`config.mk`:
```
export PLATFORM = sky130hd
export DESIGN_NAME = dcm_queue
export DESIGN_NICKNAME = d
export VERILOG_FILES = /design/src/assert_macros.svh /design/src/dcm_pkg.sv /design/src/dcm_queue.sv
export SDC_FILE = /design/constraint.sdc
export NUM_CORES = 1
export LEC_CHECK = 0
export CAP_MARGIN = 20
export CORE_AREA = 10 10 47 49
export DETAILED_ROUTE_END_ITERATION = 12
export DIE_AREA = 0 0 57 59
export DONT_BUFFER_PORTS = 1
export HOLD_SLACK_MARGIN = 0.1
export PLACE_DENSITY = 0.75
export SETUP_SLACK_MARGIN = 0.4
export SYNTH_ARGS = -nofsm -noshare
export SYNTH_HDL_FRONTEND = slang
export SYNTH_SLANG_ARGS = --single-unit
```
`constraint.sdc`:
```
create_clock -name clk -period 2.57 [get_ports clk]
set_input_delay 0.3855 -clock clk [delete_from_list [all_inputs] [get_ports clk]]
set_output_delay 0.3855 -clock clk [all_outputs]
set_load 0.01 [all_outputs]
```
`src/assert_macros.svh`:
```
// Assertion macros used by the top-level RTL file.
`ifndef ASSERT_MACROS_SVH
`define ASSERT_MACROS_SVH

// Checked at every rising edge outside reset.
`define DCM_ASSERT(label, prop, msg) \
  label: assert property (@(posedge clk) disable iff (rst) prop) else $error(msg);

// Checked at every rising edge, reset included.
`define DCM_ASSERT_RST(label, prop, msg) \
  label: assert property (@(posedge clk) prop) else $error(msg);

`endif

```
`src/dcm_pkg.sv`:
```
// Shared constants, register indexes and types of the delay crossfade mixer.
package dcm_pkg;

  localparam int CHANNELS        = 2;
  localparam int MAX_DELAY_DEF   = 4096;
  localparam int SAMPLE_BITS_DEF = 24;

  localparam int GAIN_BITS = 24;
  localparam int GAIN_FRAC = 23;
  localparam logic [GAIN_BITS-1:0] GAIN_ONE = 24'h800000;

  localparam int DELAY_BITS     = 12;
  localparam int WARM_BITS      = 24;
  localparam int CFG_INDEX_BITS = 3;
  localparam int CFG_DATA_BITS  = 24;
  localparam int QUEUE_DEPTH    = 4;

  localparam logic [GAIN_BITS-1:0] MIX_STEP_RESET = 24'd8738;

  localparam logic [CFG_INDEX_BITS-1:0] REG_DELAY_FRAMES     = 3'd0;
  localparam logic [CFG_INDEX_BITS-1:0] REG_MIX_STEP         = 3'd1;
  localparam logic [CFG_INDEX_BITS-1:0] REG_OWN_PRESENT      = 3'd2;
  localparam logic [CFG_INDEX_BITS-1:0] REG_OUTGOING_PRESENT = 3'd3;
  localparam logic [CFG_INDEX_BITS-1:0] REG_OWN_GAIN_START   = 3'd4;
  localparam logic [CFG_INDEX_BITS-1:0] REG_FADE_GAIN_START  = 3'd5;
  localparam logic [CFG_INDEX_BITS-1:0] REG_WARMUP_FRAMES    = 3'd6;

  // Per-frame weights handed from the front to the mixing back end.
  typedef struct packed {
    logic [GAIN_BITS-1:0] g_dry;
    logic [GAIN_BITS-1:0] g_own;
    logic [GAIN_BITS-1:0] g_fade;
    logic                 settled;
  } mix_ctl_t;

endpackage

```
`src/dcm_queue.sv`:
```
// Short word queue between the front end and the mixing back end.
module dcm_queue #(
  parameter int WIDTH = 1,
  parameter int DEPTH = dcm_pkg::QUEUE_DEPTH
) (
  input  logic             clk,
  input  logic             rst,
  input  logic             push,
  input  logic [WIDTH-1:0] push_data,
  output logic             full,
  input  logic             pop,
  output logic [WIDTH-1:0] pop_data,
  output logic             empty
);

  localparam int PW = $clog2(DEPTH);
  localparam int NW = $clog2(DEPTH + 1);

  logic [WIDTH-1:0] slots [DEPTH];
  logic [PW-1:0]    wr_ptr, rd_ptr;
  logic [NW-1:0]    count;
  logic             do_push, do_pop;

  assign full     = (count == NW'(DEPTH));
  assign empty    = (count == '0);
  assign do_push  = push && !full;
  assign do_pop   = pop && !empty;
  assign pop_data = slots[rd_ptr];

  always_ff @(posedge clk) begin
    if (rst) begin
      wr_ptr <= '0;
      rd_ptr <= '0;
      count  <= '0;
    end else begin
      if (do_push) begin
        wr_ptr <= (wr_ptr == PW'(DEPTH - 1)) ? '0 : wr_ptr + 1'b1;
      end
      if (do_pop) begin
        rd_ptr <= (rd_ptr == PW'(DEPTH - 1)) ? '0 : rd_ptr + 1'b1;
      end
      if (do_push && !do_pop) begin
        count <= count + 1'b1;
      end else if (do_pop && !do_push) begin
        count <= count - 1'b1;
      end
    end
  end

  always_ff @(posedge clk) begin
    if (do_push) begin
      slots[wr_ptr] <= push_data;
    end
  end

endmodule

```
# ---- Yosys cells after proc, flatten, opt, wreduce, memory -nomap -nowiden
# Memories as Yosys holds them, arrays and structs flattened. A register that Yosys moved wholly into a read port is not among the register bits.
# Cells that the tools add are included.
dict set report classes {
  muxes 8
  addsub 4
  reduce_logical 10
  n_eq_ne 3
}
# cell n
set ops {}
lappend ops {{$mux 2} 4}
lappend ops {{$mux 3} 2}
lappend ops {{$add 2x1->2 const B} 2}
lappend ops {{$eq 2x2->1 const B} 2}
lappend ops {{$logic_and 1x1->1} 4}
lappend ops {{$logic_not 1->1} 4}
lappend ops {{$add 3x1->3 const B} 1}
lappend ops {{$eq 3x3->1 const B} 1}
lappend ops {{$logic_not 3->1} 1}
lappend ops {{$sub 3x1->3 const B} 1}
lappend ops {{$mux 1} 2}
lappend ops {{$reduce_bool 2->1} 1}
dict set report word_totals {
  in_bits 5
  out_inout_bits 3
  wordCells 29
  memories 1
  ramBits 4
  regBits 7
}
# name words word_bits rd rd_clocked_by_memory_dff write_ports line_no
set memory_table {}
lappend memory_table {slots 4 1 1 1 1 dcm_queue.sv:19} ;# logic [WIDTH-1:0] slots [DEPTH];

# ---- Depth between registers and ports, before layout
dict set report depth {
  ltp_word 7
  ltp_mapped 10
  depth_no_buf 9
}

# ---- Worst setup path before layout
# OpenSTA, ideal clock, no wires.
dict set report synth_timing {
  kind {register to register}
  startpoint {register count[0]}
  endpoint {register count[2]}
  path_buffers 1
  path_stages_with_launch 11
  setup_time_ps 70
  required_time_ps 2500
  setup_slack_ps 499
  t_arrival_ps 2000
  synth_period_minus_slack_ps 2071
  path_cell_list {dfxtp_1 or3b_1 buf_6 clkinv_4 nor2_2 ha_1 inv_1 fa_1 xor2_1 or3_1 a21oi_1}
}
dict set report synth_via {
  elab_chain_cells 6
  word_cells_on_any_way 15
  classes_between {add/sub (2); eq/ne (1); mux (2); reduce/logical (10)}
}
# item line_no
set synth_rtl {}
lappend synth_rtl {{start: declaration} dcm_queue.sv:21} ;# logic [NW-1:0] count;
lappend synth_rtl {{start signal: assignment} dcm_queue.sv:43} ;# count <= count + 1'b1;
lappend synth_rtl {{start signal: assignment} dcm_queue.sv:45} ;# count <= count - 1'b1;
lappend synth_rtl {{$eq 3x3->1 (*)} dcm_queue.sv:24} ;# assign full = (count == NW'(DEPTH));
lappend synth_rtl {{net full} dcm_queue.sv:10} ;# output logic full,
lappend synth_rtl {{$logic_not 1->1 (*)} dcm_queue.sv:26} ;# assign do_push = push && !full;
lappend synth_rtl {{$logic_and 1x1->1 (*)} dcm_queue.sv:26}
lappend synth_rtl {{net do_push} dcm_queue.sv:22} ;# logic do_push, do_pop;
lappend synth_rtl {{$logic_not 1->1} dcm_queue.sv:44} ;# end else if (do_pop && !do_push) begin
lappend synth_rtl {{$logic_and 1x1->1} dcm_queue.sv:44}
lappend synth_rtl {{$reduce_bool 2->1 (no source line)} --}
# Mark *: on every way through the listed nets, which the timed path passes. The rest lies on a longest branch. The select of a mux whose other input is x is not followed.
# A chain may end at the register's enable or synchronous reset.

# ---- Worst setup path in the final report
dict set report layout_timing {
  startpoint {register count[2]}
  endpoint {register count[2]}
}
# Same word-level chain as after synthesis.

==> metrics.md <==
| Metric | Value |
|---|---|
| Max-slew violation total from the final report | `0` |
| Total power per unit cell area | `919 mW/mm^2` |
| Number of buffers inserted during clock tree synthesis | `3` |
| Compound-Gate Fraction of Synth Area | `0.0775` |
| Xor and xnor fraction of the mapped netlist area | `0.0271` |
| Maximum fanout encountered on the critical timing path | `5` |
| Synth Area per Inst | `11.7 um^2` |
| Antenna violations before repair | `0` |
| Final core utilization | `0.507` |
| Area of the core | `0.00140 mm^2` |
| VDD IR-drop max | `0.595 mV` |
| Die span in x | `57 um` |
| Dominant combinational cell family by area after synthesis | `adder cells` |
| Multi-input gate area in the final layout | `315 um^2` |
| RD Place Congestion | `0.730` |
| Hold path start | `rst` |
| Crit. Startpoint | `count[2]` |
| Clock transition at path regs | `0.07 ns` |
| Count of boundary I/O pins | `8` |
| Count of TritonRoute iterations in the first routing pass | `4` |
| Share of cells above drive strength 1 | `0.276` |
| Cell count after placement | `69` |
| Antenna Diode Count | `0` |
| Total of fill cells in the finished design | `128` |
| Vias in the first global route | `374` |
| Category of the most critical setup path | `reg2reg` |
| TritonCTS sink count | `13` |
| Yosys synthesis warning count | `0` |
| Total global routing overflow | `0` |
| Reg area | `304 um^2` |
| Hpwl dp | `727 um` |
| P_int | `436 uW` |
| Clock tree from TritonCTS | `yes` |
| Quantity of I/O buffers inserted on ports | `0` |
| Switching power of the nets | `217 uW` |
| End of the worst register-to-register path | `count[2]` |
| Max-capacitance violation count | `0` |
| Critical path data required time | `2.77 ns` |
| Startpoint type of the worst setup path | `register` |
| DRC violations left | `0` |
| Post-route minimum period | `2.08 ns` |
| Depth of the most critical reg-to-reg path | `9` |
| Post-synth top cells | `9 x sky130_fd_sc_hd__dfxtp_1, 6 x sky130_fd_sc_hd__ha_1, 4 x sky130_fd_sc_hd__and3_1, 4 x sky130_fd_sc_hd__edfxtp_1` |
| Clock Power Share | `0.182` |
| Simple-gate share of the synthesized area | `0.136` |
| Final net count | `71` |
| Area fraction of the dominant cell type after synthesis | `0.279` |
| RSZ-0062 raised after global routing | `false` |
| Sequential fraction of design power | `0.472` |
| Post-synth ARST share | `0` |
| Maximum number of pins on one net before global-route repair | `9` |
| Crit path DAT | `2.28 ns` |
| Initial drt markers | `4` |
| H-Tree Depth | `1` |
| Die area | `0.00336 mm^2` |
| Headroom to the max-slew limit | `0.753` |
| Most frequent cell after synthesis | `sky130_fd_sc_hd__dfxtp_1` |
| Hold-critical path endpoint | `count[2]` |
| GRT Resource Usage Total | `0.0588` |
| Post-synthesis mux area share | `0.0659` |
| Number of synthesized flops with an enable pin | `4` |
| Unique masters post-synth | `24` |
| Vias per cell | `5.47` |
| Area growth, synth to finish | `10.1%` |
| Leakage power figure | `0.302 nW` |
| Result of the run | `complete, no violations` |
| Setup slack, reg-to-reg | `0.49 ns` |
| Initial core utilization | `0.461` |
| Prevailing post-synth register cell | `sky130_fd_sc_hd__dfxtp_1` |
| Slew of the pin with the lowest slew margin | `0.368 ns` |
| Post-detailed-route count of antenna-violating nets | `0` |
| Clk Tree Root Cell | `sky130_fd_sc_hd__clkbuf_4` |
| Vertical die dimension | `59 um` |
| Insertion delay of the later-clocked pin in the worst-skew pair | `0.27 ns` |
| Maximum operating frequency | `481 MHz` |
| First-pass GRT wire length | `1.57 mm` |
| Number of stages on the worst hold path | `1` |
| Number of nets produced by synthesis | `67` |
| Synth Area in Adders | `0.147` |
| Final worst clock skew | `0.00112 ns` |
| Ranking of synthesized cells by area | `sky130_fd_sc_hd__dfxtp_1 28%, sky130_fd_sc_hd__edfxtp_1 19%, sky130_fd_sc_hd__ha_1 12%, sky130_fd_sc_hd__and3_1 3.9%, sky130_fd_sc_hd__o31ai_2 3.9%` |
| Worst min path class | `in2reg` |
| Cts-stage hold buffer count | `0` |
| Setup crit end kind | `register` |
| Launch point of the worst reg-to-reg path | `count[2]` |
| Site Rows | `14` |
| Total vias in the final route | `405` |
| Instance count of the mapped netlist | `55` |
| Number of endpoints failing setup at the final stage | `0` |
| Netlist Area Pre-Place | `646 um^2` |
| Flops & latches, synth | `13` |
| Post-synthesis cell type with the largest combined area | `sky130_fd_sc_hd__dfxtp_1` |
| Accumulated negative setup slack | `0 ns` |
| Fraction of power spent switching nets | `0.332` |
| Combinational fraction of design power | `0.346` |
| Tcrit/Tclk final | `0.809` |
| Average wire per standard cell | `12.1 um` |
| Count of non-filler cells in the finished layout | `74` |
| Sequential-to-total area share from yosys stat | `0.465` |
| Post-detailed-routing wire length | `892 um` |
| Maximum buffer depth of the clock tree | `2` |
| Final Hold Violating Endpoints | `0` |
through the flow:
| stage | worst slack [ns] | hold WS (ns) | power (mW) | instance area (um^2) |
|---|---|---|---|---|
| floorplan | 0.499 | 0.463 | 0.481 | 646 |
| global placement | 0.332 | 0.459 | 0.501 | 651 |
| detailed placement | 0.283 | 0.460 | 0.510 | 651 |
| CTS | 0.407 | 0.163 | 0.637 | 681 |
| global route | 0.407 | 0.147 | 0.709 | 711 |
| finish | 0.491 | 0.163 | 0.653 | 711 |
kinds of logic (layout without fill, tap and decap cells):
group,after synthesis,count (layout)
adder cells (fa/ha/maj),7,7
AND/OR/NAND/NOR,16,16
buffers and inverters,7,10
AO/OA/AOI/OAI,7,7
XOR/XNOR,2,2
flip-flops,13,13
multiplexers,3,3
area by class of cell:
class	instances	share of cell area
multi-input cells	35	0.444
inverters	5	0.0528
well taps	16	0.0282
clock buffers	4	0.0370
repair buffers	1	0.0106
flip-flops and latches	13	0.428
power by group through the flow:
stage	sequential (mW)	combinational, mW	clock [mW]
2_1_floorplan	0.296	0.186	0
3_3_place_gp	0.303	0.199	0
3_5_place_dp	0.304	0.206	0
4_1_cts	0.302	0.210	0.125
5_1_grt	0.317	0.255	0.137
6_report	0.308	0.226	0.119
routing by layer:
layer	part of all wire	wire length, um	global-route usage	vias to the layer above
met5	0	0	0	-
met4	0.024	21	0.0403	0
met3	0.094	84	0.0279	4
met2	0.46	413	0.0961	10
met1	0.42	373	0.0583	194
li1	-	-	-	197
worst max-delay path, stage by stage (launching register included):
cell and delay [ns]:
sky130_fd_sc_hd__dfxtp_2 0.35, sky130_fd_sc_hd__or3b_4 0.27, sky130_fd_sc_hd__clkinv_4 0.07, sky130_fd_sc_hd__nor2_4 0.10, sky130_fd_sc_hd__ha_2 0.19, sky130_fd_sc_hd__inv_1 0.05, sky130_fd_sc_hd__fa_1 0.37, sky130_fd_sc_hd__xor2_1 0.15
sky130_fd_sc_hd__or3_1 0.33, sky130_fd_sc_hd__a21oi_2 0.13
layout by cell type (no fill, tap or decap), drive strengths merged:
cell type  instances
mux4               1
or3                2
clkbuf             4
and3               4
or3b               1
dfxtp              9
edfxtp             4
xor2               2
inv                3
nor2               4
fa                 1
mux2i              2
buf                1
o31ai              2
clkinv             1
nor3               2
a21oi              3
bufinv             1
ha                 6
nand3              2
nand2              1
o21ai              2
worst max-delay path by stage:
| stage | end | depth (start not counted) | slack [ns] |
|---|---|---|---|
| final | count[2] | 9 | 0.49 |
| after global routing | count[2] | 9 | 0.41 |
| after CTS | count[2] | 9 | 0.41 |
| after detailed placement | count[2] | 9 | 0.28 |
| after global placement | count[2] | 9 | 0.33 |
| after floorplan | count[2] | 10 | 0.50 |
repair_timing:
item,in CTS,in global routing
pin swaps,0,0
setup endpoints to repair,1,1
cloned,0,0
buffers inserted,0,1
hold endpoints to repair,0,0
resized for setup,2,6
Note: power is estimated with default switching activity, not from simulation.
